[src/rtl/bfie_pkg.sv]
`default_nettype none

package bfie_pkg;

  localparam int BIT_NUM_W  = 9;   // bit number of a field bound
  localparam int BYTE_IDX_W = 6;   // byte index reachable from a bit number
  localparam int BYTE_W     = 8;
  localparam int VALUE_W    = 32;
  localparam int USED_W     = 7;
  localparam int LEN_W      = 10;  // field length, up to 512
  localparam int CNT_W      = 7;   // bytes touched by one field, up to 64
  localparam int SHIFT_W    = 3;
  localparam int STORE_LIMIT = 1 << BYTE_IDX_W;
  localparam logic [USED_W-1:0] USED_RESET = 7'd64;

  typedef enum logic [1:0] {
    KIND_WRITE = 2'd0,
    KIND_READ  = 2'd1,
    KIND_CLEAR = 2'd2
  } kind_t;

  typedef enum logic [1:0] {
    ST_OK       = 2'd0,
    ST_TOO_LONG = 2'd1,
    ST_TOO_WIDE = 2'd2,
    ST_BOUNDS   = 2'd3
  } status_t;

  typedef enum logic [2:0] {
    S_IDLE,
    S_CHECK,
    S_FETCH,
    S_LOOP,
    S_FINISH
  } state_t;

  // what the bounds checker hands to the sequencer
  typedef struct packed {
    status_t                 status;
    logic [BYTE_IDX_W-1:0]   first_byte;
    logic [BYTE_IDX_W-1:0]   last_byte;
    logic [SHIFT_W-1:0]      tail_shift;
    logic [CNT_W-1:0]        byte_count;
  } chk_t;

endpackage

`default_nettype wire

[src/rtl/bfie_if.sv]
`default_nettype none

interface bfie_in_if;
  logic                                valid;
  logic                                ready;
  logic [1:0]                          kind;
  logic [bfie_pkg::BIT_NUM_W-1:0]      first_bit;
  logic [bfie_pkg::BIT_NUM_W-1:0]      last_bit;
  logic [bfie_pkg::VALUE_W-1:0]        write_value;

  modport source (output valid, kind, first_bit, last_bit, write_value, input ready);
  modport sink   (input valid, kind, first_bit, last_bit, write_value, output ready);
endinterface

interface bfie_out_if;
  logic                                valid;
  logic                                ready;
  logic [bfie_pkg::VALUE_W-1:0]        read_value;
  logic [1:0]                          status;

  modport source (output valid, read_value, status, input ready);
  modport sink   (input valid, read_value, status, output ready);
endinterface

`default_nettype wire

[src/rtl/bfie_ram.sv]
`default_nettype none

module bfie_ram #(
  parameter int WIDTH  = 8,
  parameter int DEPTH  = 64,
  parameter int ADDR_W = (DEPTH > 1) ? $clog2(DEPTH) : 1
) (
  input  wire logic              clk,
  input  wire logic              wr_en,
  input  wire logic [ADDR_W-1:0] wr_addr,
  input  wire logic [WIDTH-1:0]  wr_data,
  input  wire logic [ADDR_W-1:0] rd_addr,
  output logic      [WIDTH-1:0]  rd_data
);

  logic [WIDTH-1:0] mem [DEPTH];

  always_ff @(posedge clk) begin
    if (wr_en) begin
      mem[wr_addr] <= wr_data;
    end
    rd_data <= mem[rd_addr];
  end

endmodule

`default_nettype wire

[src/rtl/bfie_check.sv]
`default_nettype none

module bfie_check #(
  parameter int BUFFER_BYTES   = 64,
  parameter int MAX_FIELD_BITS = 32,
  parameter int WIDE_W         = 40
) (
  input  wire bfie_pkg::kind_t                  kind,
  input  wire logic [bfie_pkg::BIT_NUM_W-1:0]   first_bit,
  input  wire logic [bfie_pkg::BIT_NUM_W-1:0]   last_bit,
  input  wire logic [bfie_pkg::VALUE_W-1:0]     write_value,
  input  wire logic [bfie_pkg::USED_W-1:0]      used_bytes,
  output bfie_pkg::chk_t                        chk,
  output logic      [WIDE_W-1:0]                aligned_value,
  output logic      [WIDE_W-1:0]                field_mask
);

  localparam int CapW = ($clog2(BUFFER_BYTES + 1) > bfie_pkg::USED_W) ?
                        $clog2(BUFFER_BYTES + 1) : bfie_pkg::USED_W;

  logic [CapW-1:0]                        used_cap;
  logic [bfie_pkg::LEN_W-1:0]             len;
  logic [bfie_pkg::VALUE_W-1:0]           value_keep;
  logic [WIDE_W-1:0]                      len_mask;
  logic [WIDE_W+bfie_pkg::VALUE_W-1:0]    value_ext;
  logic                                   reversed;
  logic                                   beyond;
  logic                                   too_long;
  logic                                   too_wide;

  always_comb begin
    used_cap = (CapW'(used_bytes) > CapW'(BUFFER_BYTES)) ? CapW'(BUFFER_BYTES)
                                                          : CapW'(used_bytes);
    chk.first_byte = first_bit[bfie_pkg::BIT_NUM_W-1:bfie_pkg::SHIFT_W];
    chk.last_byte  = last_bit[bfie_pkg::BIT_NUM_W-1:bfie_pkg::SHIFT_W];
    chk.tail_shift = ~last_bit[bfie_pkg::SHIFT_W-1:0];
    chk.byte_count = {1'b0, chk.last_byte} - {1'b0, chk.first_byte} + 1'b1;

    reversed = last_bit < first_bit;
    beyond   = CapW'(chk.last_byte) >= used_cap;
    len      = {1'b0, last_bit} - {1'b0, first_bit} + 1'b1;
    too_long = len > bfie_pkg::LEN_W'(MAX_FIELD_BITS);

    // thermometer masks: bit i set while i is below the field length
    for (int i = 0; i < bfie_pkg::VALUE_W; i++) begin
      value_keep[i] = bfie_pkg::LEN_W'(i) < len;
    end
    for (int i = 0; i < WIDE_W; i++) begin
      len_mask[i] = bfie_pkg::LEN_W'(i) < len;
    end
    too_wide = (kind == bfie_pkg::KIND_WRITE) && (|(write_value & ~value_keep));

    if (reversed || beyond) begin
      chk.status = bfie_pkg::ST_BOUNDS;
    end else if (too_long) begin
      chk.status = bfie_pkg::ST_TOO_LONG;
    end else if (too_wide) begin
      chk.status = bfie_pkg::ST_TOO_WIDE;
    end else begin
      chk.status = bfie_pkg::ST_OK;
    end

    // value lsb goes to the bit position of last_bit inside its byte
    value_ext     = {{WIDE_W{1'b0}}, write_value};
    aligned_value = value_ext[WIDE_W-1:0] << chk.tail_shift;
    field_mask    = len_mask << chk.tail_shift;
  end

endmodule

`default_nettype wire

[src/rtl/bit_field_buffer_insert_extract.sv]
`default_nettype none

// Bit-addressed packet buffer with field insert and extract. Bit 0 is the msb
// of byte 0. Each input beat is a write (insert write_value, lsb at last_bit),
// a read (return first_bit..last_bit right-aligned) or a clear (zero the bytes
// in use); every beat gives exactly one result beat with a status. The buffer
// lives in a byte-wide ram with one read and one write port plus a valid bit
// per byte, so reset and clear take effect at once and need no sweep.
// A beat is taken only in the idle state. Clear, the unused kind and any
// failed check go from the check state straight to finish; a good write or
// read passes a fetch state and then loops over the n bytes the field touches
// (1 to 5 for a field of up to 32 bits), as one byte merge/shift unit walks
// the field one ram byte per cycle (read of the next byte overlaps the write
// of the current one). The result sits in an output register, so a new beat
// can be taken while the previous result waits to be drained.
module bit_field_buffer_insert_extract #(
  parameter int BUFFER_BYTES   = 64,
  parameter int MAX_FIELD_BITS = 32
) (
  input  wire logic                             clk,
  input  wire logic                             rst_n,
  bfie_in_if.sink                               in_if,
  bfie_out_if.source                            out_if,
  input  wire logic                             cfg_wr_en,
  input  wire logic [bfie_pkg::USED_W-1:0]      cfg_wr_data
);

  // only the first 64 bytes are reachable from a 9-bit bit number
  localparam int StoreDepth = (BUFFER_BYTES < bfie_pkg::STORE_LIMIT) ?
                              BUFFER_BYTES : bfie_pkg::STORE_LIMIT;
  localparam int AddrW = (StoreDepth > 1) ? $clog2(StoreDepth) : 1;
  localparam int WideW = MAX_FIELD_BITS + bfie_pkg::BYTE_W;

  // sequencer
  bfie_pkg::state_t state_r, state_nxt;

  // captured beat
  bfie_pkg::kind_t                      kind_r;
  logic [bfie_pkg::BIT_NUM_W-1:0]       first_r;
  logic [bfie_pkg::BIT_NUM_W-1:0]       last_r;
  logic [bfie_pkg::VALUE_W-1:0]         value_r;

  // config
  logic [bfie_pkg::USED_W-1:0]          used_bytes_r;

  // check results
  bfie_pkg::chk_t                       chk;
  logic [WideW-1:0]                     chk_aligned;
  logic [WideW-1:0]                     chk_mask;
  bfie_pkg::status_t                    status_r;
  logic [bfie_pkg::SHIFT_W-1:0]         tail_r;
  logic                                 field_op;

  // byte walk
  logic [WideW-1:0]                     aligned_r;
  logic [WideW-1:0]                     mask_r;
  logic [WideW-1:0]                     acc_r;
  logic [AddrW-1:0]                     rd_addr_r;
  logic [AddrW-1:0]                     data_addr_r;
  logic [bfie_pkg::CNT_W-1:0]           left_r;
  logic                                 hit_r;
  logic                                 hit_nxt;
  logic [StoreDepth-1:0]                valid_r;

  // ram
  logic                                 ram_we;
  logic [bfie_pkg::BYTE_W-1:0]          ram_rd_data;
  logic [bfie_pkg::BYTE_W-1:0]          cur_byte;
  logic [bfie_pkg::BYTE_W-1:0]          merged_byte;

  // result
  logic                                 out_valid_r;
  logic [bfie_pkg::VALUE_W-1:0]         out_value_r;
  bfie_pkg::status_t                    out_status_r;
  logic                                 out_load;
  logic [WideW-1:0]                     field_bits;
  logic [WideW+bfie_pkg::VALUE_W-1:0]   field_ext;
  logic [bfie_pkg::VALUE_W-1:0]         result_value;

  bfie_check #(
    .BUFFER_BYTES   (BUFFER_BYTES),
    .MAX_FIELD_BITS (MAX_FIELD_BITS),
    .WIDE_W         (WideW)
  ) u_check (
    .kind          (kind_r),
    .first_bit     (first_r),
    .last_bit      (last_r),
    .write_value   (value_r),
    .used_bytes    (used_bytes_r),
    .chk           (chk),
    .aligned_value (chk_aligned),
    .field_mask    (chk_mask)
  );

  bfie_ram #(
    .WIDTH (bfie_pkg::BYTE_W),
    .DEPTH (StoreDepth)
  ) u_ram (
    .clk     (clk),
    .wr_en   (ram_we),
    .wr_addr (data_addr_r),
    .wr_data (merged_byte),
    .rd_addr (rd_addr_r),
    .rd_data (ram_rd_data)
  );

  assign field_op = (kind_r == bfie_pkg::KIND_WRITE) || (kind_r == bfie_pkg::KIND_READ);

  // next state
  always_comb begin
    state_nxt = state_r;
    unique case (state_r)
      bfie_pkg::S_IDLE: begin
        if (in_if.valid) begin
          state_nxt = bfie_pkg::S_CHECK;
        end
      end
      bfie_pkg::S_CHECK: begin
        if (field_op && (chk.status == bfie_pkg::ST_OK)) begin
          state_nxt = bfie_pkg::S_FETCH;
        end else begin
          state_nxt = bfie_pkg::S_FINISH;
        end
      end
      bfie_pkg::S_FETCH: begin
        state_nxt = bfie_pkg::S_LOOP;
      end
      bfie_pkg::S_LOOP: begin
        if (left_r == bfie_pkg::CNT_W'(1)) begin
          state_nxt = bfie_pkg::S_FINISH;
        end
      end
      bfie_pkg::S_FINISH: begin
        if (!out_valid_r || out_if.ready) begin
          state_nxt = bfie_pkg::S_IDLE;
        end
      end
      default: begin
        state_nxt = bfie_pkg::S_IDLE;
      end
    endcase
  end

  // sequencer outputs
  always_comb begin
    in_if.ready = (state_r == bfie_pkg::S_IDLE);
    ram_we      = (state_r == bfie_pkg::S_LOOP) && (kind_r == bfie_pkg::KIND_WRITE);
    out_load    = (state_r == bfie_pkg::S_FINISH) && (!out_valid_r || out_if.ready);
  end

  // shared byte unit: a never-written byte reads as zero
  always_comb begin
    cur_byte    = hit_r ? ram_rd_data : '0;
    merged_byte = (cur_byte & ~mask_r[bfie_pkg::BYTE_W-1:0]) |
                  (aligned_r[bfie_pkg::BYTE_W-1:0] & mask_r[bfie_pkg::BYTE_W-1:0]);
    hit_nxt     = (32'(rd_addr_r) < 32'(StoreDepth)) ? valid_r[rd_addr_r] : 1'b0;
  end

  // right-align the gathered field
  always_comb begin
    field_bits = (acc_r & mask_r) >> tail_r;
    field_ext  = {{bfie_pkg::VALUE_W{1'b0}}, field_bits};
    if ((kind_r == bfie_pkg::KIND_READ) && (status_r == bfie_pkg::ST_OK)) begin
      result_value = field_ext[bfie_pkg::VALUE_W-1:0];
    end else begin
      result_value = '0;
    end
  end

  // control registers
  always_ff @(posedge clk) begin
    if (!rst_n) begin
      state_r      <= bfie_pkg::S_IDLE;
      used_bytes_r <= bfie_pkg::USED_RESET;
      valid_r      <= '0;
      out_valid_r  <= 1'b0;
    end else begin
      state_r <= state_nxt;
      if (cfg_wr_en) begin
        used_bytes_r <= cfg_wr_data;
      end
      // clear drops the valid bits of the bytes in use
      if ((state_r == bfie_pkg::S_CHECK) && (kind_r == bfie_pkg::KIND_CLEAR)) begin
        for (int i = 0; i < StoreDepth; i++) begin
          if (bfie_pkg::USED_W'(i) < used_bytes_r) begin
            valid_r[i] <= 1'b0;
          end
        end
      end
      if (ram_we) begin
        valid_r[data_addr_r] <= 1'b1;
      end
      if (out_load) begin
        out_valid_r <= 1'b1;
      end else if (out_if.ready) begin
        out_valid_r <= 1'b0;
      end
    end
  end

  // datapath registers
  always_ff @(posedge clk) begin
    if (in_if.valid && in_if.ready) begin
      kind_r  <= bfie_pkg::kind_t'(in_if.kind);
      first_r <= in_if.first_bit;
      last_r  <= in_if.last_bit;
      value_r <= in_if.write_value;
    end

    unique case (state_r)
      bfie_pkg::S_CHECK: begin
        status_r  <= field_op ? chk.status : bfie_pkg::ST_OK;
        tail_r    <= chk.tail_shift;
        aligned_r <= chk_aligned;
        mask_r    <= chk_mask;
        acc_r     <= '0;
        left_r    <= chk.byte_count;
        // writes walk from the last byte down, reads from the first byte up
        if (kind_r == bfie_pkg::KIND_WRITE) begin
          rd_addr_r <= chk.last_byte[AddrW-1:0];
        end else begin
          rd_addr_r <= chk.first_byte[AddrW-1:0];
        end
      end
      bfie_pkg::S_FETCH, bfie_pkg::S_LOOP: begin
        data_addr_r <= rd_addr_r;
        hit_r       <= hit_nxt;
        if (kind_r == bfie_pkg::KIND_WRITE) begin
          rd_addr_r <= rd_addr_r - 1'b1;
        end else begin
          rd_addr_r <= rd_addr_r + 1'b1;
        end
        if (state_r == bfie_pkg::S_LOOP) begin
          left_r <= left_r - 1'b1;
          if (kind_r == bfie_pkg::KIND_WRITE) begin
            aligned_r <= aligned_r >> bfie_pkg::BYTE_W;
            mask_r    <= mask_r >> bfie_pkg::BYTE_W;
          end else begin
            acc_r <= {acc_r[WideW-bfie_pkg::BYTE_W-1:0], cur_byte};
          end
        end
      end
      default: begin
      end
    endcase

    if (out_load) begin
      out_value_r  <= result_value;
      out_status_r <= status_r;
    end
  end

  assign out_if.valid      = out_valid_r;
  assign out_if.read_value = out_value_r;
  assign out_if.status     = out_status_r;

endmodule

`default_nettype wire

[src/flat_wrapper.sv]
// flat-port wrapper written by rule: the top's interface ports become plain ports
module bit_field_buffer_insert_extract_flat 
#(
  parameter int BUFFER_BYTES   = 64,
  parameter int MAX_FIELD_BITS = 32
)
  (clk, rst_n, cfg_wr_en, cfg_wr_data, in_if_valid, in_if_kind, in_if_first_bit, in_if_last_bit, in_if_write_value, in_if_ready, out_if_valid, out_if_read_value, out_if_status, out_if_ready);
  bfie_in_if in_if_i ();
  bfie_out_if out_if_i ();
  input  wire logic clk;
  input  wire logic rst_n;
  input  wire logic cfg_wr_en;
  input  wire logic [bfie_pkg::USED_W-1:0] cfg_wr_data;
  input wire logic [$bits(in_if_i.valid)-1:0] in_if_valid;
  input wire logic [$bits(in_if_i.kind)-1:0] in_if_kind;
  input wire logic [$bits(in_if_i.first_bit)-1:0] in_if_first_bit;
  input wire logic [$bits(in_if_i.last_bit)-1:0] in_if_last_bit;
  input wire logic [$bits(in_if_i.write_value)-1:0] in_if_write_value;
  output wire logic [$bits(in_if_i.ready)-1:0] in_if_ready;
  output wire logic [$bits(out_if_i.valid)-1:0] out_if_valid;
  output wire logic [$bits(out_if_i.read_value)-1:0] out_if_read_value;
  output wire logic [$bits(out_if_i.status)-1:0] out_if_status;
  input wire logic [$bits(out_if_i.ready)-1:0] out_if_ready;
  assign in_if_i.valid = in_if_valid;
  assign in_if_i.kind = in_if_kind;
  assign in_if_i.first_bit = in_if_first_bit;
  assign in_if_i.last_bit = in_if_last_bit;
  assign in_if_i.write_value = in_if_write_value;
  assign in_if_ready = in_if_i.ready;
  assign out_if_valid = out_if_i.valid;
  assign out_if_read_value = out_if_i.read_value;
  assign out_if_status = out_if_i.status;
  assign out_if_i.ready = out_if_ready;
  bit_field_buffer_insert_extract #(.BUFFER_BYTES(BUFFER_BYTES), .MAX_FIELD_BITS(MAX_FIELD_BITS)) u_core (.clk(clk), .rst_n(rst_n), .in_if(in_if_i), .out_if(out_if_i), .cfg_wr_en(cfg_wr_en), .cfg_wr_data(cfg_wr_data));
endmodule
[config.mk]
export PLATFORM = sky130hd
export DESIGN_NAME = bit_field_buffer_insert_extract_flat
export DESIGN_NICKNAME = d
export VERILOG_FILES = /design/src/rtl/bfie_pkg.sv /design/src/rtl/bfie_if.sv /design/src/rtl/bfie_ram.sv /design/src/rtl/bfie_check.sv /design/src/rtl/bit_field_buffer_insert_extract.sv /design/src/flat_wrapper.sv
export SDC_FILE = /design/constraint.sdc
export NUM_CORES = 1
export LEC_CHECK = 0
export BUFFER_PORTS_ARGS = -buffer_cell sky130_fd_sc_hd__buf_2
export CORE_AREA = 5 5 266 268
export CTS_CLUSTER_DIAMETER = 30
export DETAILED_ROUTE_END_ITERATION = 10
export DIE_AREA = 0 0 271 273
export PLACE_DENSITY_LB_ADDON = 0.05
export SLEW_MARGIN = 20
export SYNTH_ARGS = -nofsm -noshare
export SYNTH_HDL_FRONTEND = slang
export SYNTH_SLANG_ARGS = --single-unit
export TNS_END_PERCENT = 100
[constraint.sdc]
create_clock -name clk -period 7 [get_ports clk]
set_input_delay 0 -clock clk [delete_from_list [all_inputs] [get_ports clk]]
set_output_delay 0 -clock clk [all_outputs]
set_load 0.01 [all_outputs]
==> results.yml <==
status:
  status: "finished, final reports clean"
floorplan:
  core_sq_um: 68110
  pin_count: 100
  die_h_microns: 273
  placementRows: 96
  initial_core_util_pct: 54.50
  dieArea_sq_um: 73980
  die_x_microns: 271
yosys:
  yosysSeqAreaShare_pct: 64.43
  synth_top_family_by_area: "multiplexers"
  syn_avg_cell_area_sq_um: 14.54
  ys.flop_type: "edfxtp_1"
  syn_nets: 2655
  synth-xor-area-share_pct: 0.4719
  async_flop_share_pct: 0
  synth_compound_area_share_pct: 7.989
  ys_types: 77
  synth_top_area_share_pct: 59.95
  syn-cell-area_sq_um: 37120
  synth-edff-count: 741
  synth_area_leaders: "edfxtp_1, mux4_2, dfxtp_1, nor2_1, o21a_1"
  synth_seq_cells: 824
  yosys.area_share.adder_pct: 1.416
  synth-simple-area-share_pct: 8.309
  yosysMostFrequentCell: "edfxtp_1"
  yosysWarnings: 0
  synth_cells: 2552
  muxShareOfSynthArea_pct: 15.01
  synth_largest_area_cell: "edfxtp_1"
  synthTopCellsByCount: "edfxtp_1, nor2_1, mux4_2, nand2_1, a21oi_1"
finish:
  area_delta_synth_final_pct: 21.96
  layout-drive-gt1-share_pct: 22.55
  seq_area_sq_um: 23910
  diodes: 0
  finalNetCount: 2892
  multi_input_area_sq_um: 12460
  final_area_sq_um: 45270
  fillers: 4760
  final_cells: 3805
worst_setup_path:
  r2r.worst_path.cells: 14
  worstPathArrival_ps: 5420
  start_kind: "flop"
  worst_setup_path_end_kind: "flop"
  cp.required_ps: 7430
  worstSetupPathType: "reg2reg"
  cp_max_fo: 10
detailed_routing:
  first_iter_violations: 2094
  avgViaCountPerCell: 6.125
  dr.pass1.iters: 5
  postRouteAntennaNets: 0
  route.detailed.drc: 0
  wl_per_cell_microns: 25.50
  drt-total-wl_mm: 97.02
  num_vias: 23310
job:
  drv_cap: 0
timing:
  period_share_pct: 71.25
  whs_ps: 34.64
  tns_ps: 0
  fin_crit_ps: 4988
  hold_viol: 0
  worst_slew_pin_slew_ps: 1131
  drv_slew: 0
  final-setup-viol-count: 0
  fin_skew_ps: 23.22
  slew_headroom_pct: 24.58
  fmaxAchievable_mhz: 200.5
  rsz0062_at_grt: "false"
cts:
  cts_hold_buffers: 113
  cts_tree: "done"
  root_buffer: "clkbuf_16"
  clock_path_buffers: 3
  htreeDepth: 4
  clk_latency_ps: 720
  cts_buffers: 161
  clkTransAtPathRegs_ps: 40
  post-cts-setup-buffers: 0
  cts.sinks: 824
  cts_resized: 0
placement:
  gp_congestion: 0.9216
  port_buffers: 99
  dp_hpwl_mm: 61.08
  place_area_sq_um: 38440
  dp_cells: 3394
global_routing:
  groute.usage.overall_pct: 26.10
  grt_pass1_vias: 23440
  grt_max_degree: 148
  grt_pass1_wl_mm: 146.2
  gr-total-overflow: 0
  antenna_found_initial: 0
power:
  ir_worst_vdd_mv: 0.2174
  power.total_mw: 14.71
  pwr-share-seq_pct: 37.9
  intPower_mw: 11.29
  p_clk_share_pct: 54.0
  switchingPower_mw: 3.427
  sw_frac_of_total_pct: 23.29
  p_leak_nw: 15.62
  comb_power_share_pct: 8.1
  power_density_nw_per_um2: 325.0
min_path:
  hold_class: "in2reg"
  hold-path-cell-count: 2
[state kept, by name, summed over array words and instances (netlist names)]
name,flops
u_core.u_ram.mem,512
u_core.valid_r,64
u_core.mask_r,40
u_core.acc_r,39
u_core.aligned_r,39
u_core.out_if.read_value,32
u_core.value_r,32
u_core.first_r,9
u_core.last_r,9
u_core.u_ram.rd_data,8
u_core.left_r,7
u_core.used_bytes_r,7
u_core.data_addr_r,6
u_core.rd_addr_r,6
u_core.state_r,3
u_core.tail_r,3
u_core.kind_r,2
u_core.out_if.status,2
u_core.status_r,2
u_core.hit_r,1
u_core.out_if.valid,1
[power by group through the flow]
stage          clock, mW  sequential (mW)  combinational, mW
2_1_floorplan          0             5.64              0.777
3_3_place_gp           0             5.66               1.11
5_1_grt             8.31             5.57               1.28
4_1_cts             8.03             5.57               1.18
3_5_place_dp           0             5.66               1.13
6_report            7.95             5.57               1.19
[critical path, cell delays in order (launching register included)]
cell      delay, ps
edfxtp_1        350
clkinv_1        330
ha_1            430
inv_1            60
ha_1            230
inv_1            70
fa_1            490
nand2b_1        210
a2111o_1        420
a21boi_0        350
o22ai_2         180
nor3_2          640
nand2_1         390
o311ai_1        440
o21ai_0         130
[worst paths after layout]
kind	startpoint	to	slack (ps)
worst max-delay path	u_core.last_r[1]	u_core.mask_r[0]	2010
worst min-delay path	in_if_last_bit[0]	u_core.last_r[0]	30
worst max register to register	u_core.last_r[1]	u_core.mask_r[0]	2010
worst min register to register	u_core.valid_r[31]	u_core.valid_r[31]	510
[logic make-up (layout without fill, tap and decap cells)]
family,count (synthesis),in the layout
compound gates,475,475
xor+xnor,20,20
simple gates,682,682
buf+inv,224,595
mux,288,288
flops,824,824
fa+ha+maj,39,39
[cells in the final DEF (no fill, tap or decap), types with 64 or more instances in the layout]
cell / count
mux4_2: 214
nor2_1: 321
o21a_1: 95
clkbuf_16: 166
dlygate4sd3_1: 113
nand2_1: 145
mux2i_1: 64
dfxtp_1: 83
buf_2: 99
edfxtp_1: 741
o21ai_0: 114
a21oi_1: 133
[layer usage]
metal	global-route usage (%)	up-vias	part of all wire [%]	wire [microns]
li1	-	10360	-	-
met1	33.32	11860	39	38280
met2	45.16	915	52	50100
met3	5.391	175	6.2	6053
met4	8.653	0	2.7	2588
met5	0	-	0	0
[cell type report]
| type | count | share of cell area [%] |
|---|---|---|
| repair buffers | 250 | 4.279 |
| multi-input cells | 1504 | 27.53 |
| well taps | 882 | 2.438 |
| clock inverters | 114 | 3.190 |
| clock buffers | 183 | 9.339 |
| inverters | 48 | 0.3980 |
| flip-flops and latches | 824 | 52.82 |
[through the flow]
| stage | util (%) | worst slack [ps] |
|---|---|---|
| 3_3_place_gp | 56.44 | 2153 |
| 6_report | 66.47 | 2012 |
| 5_1_grt | 66.47 | 1709 |
| 2_1_floorplan | - | 1680 |
| 3_5_place_dp | 56.44 | 2092 |
| 4_1_cts | 66.43 | 2055 |
Power figures use the tool's default switching activity.
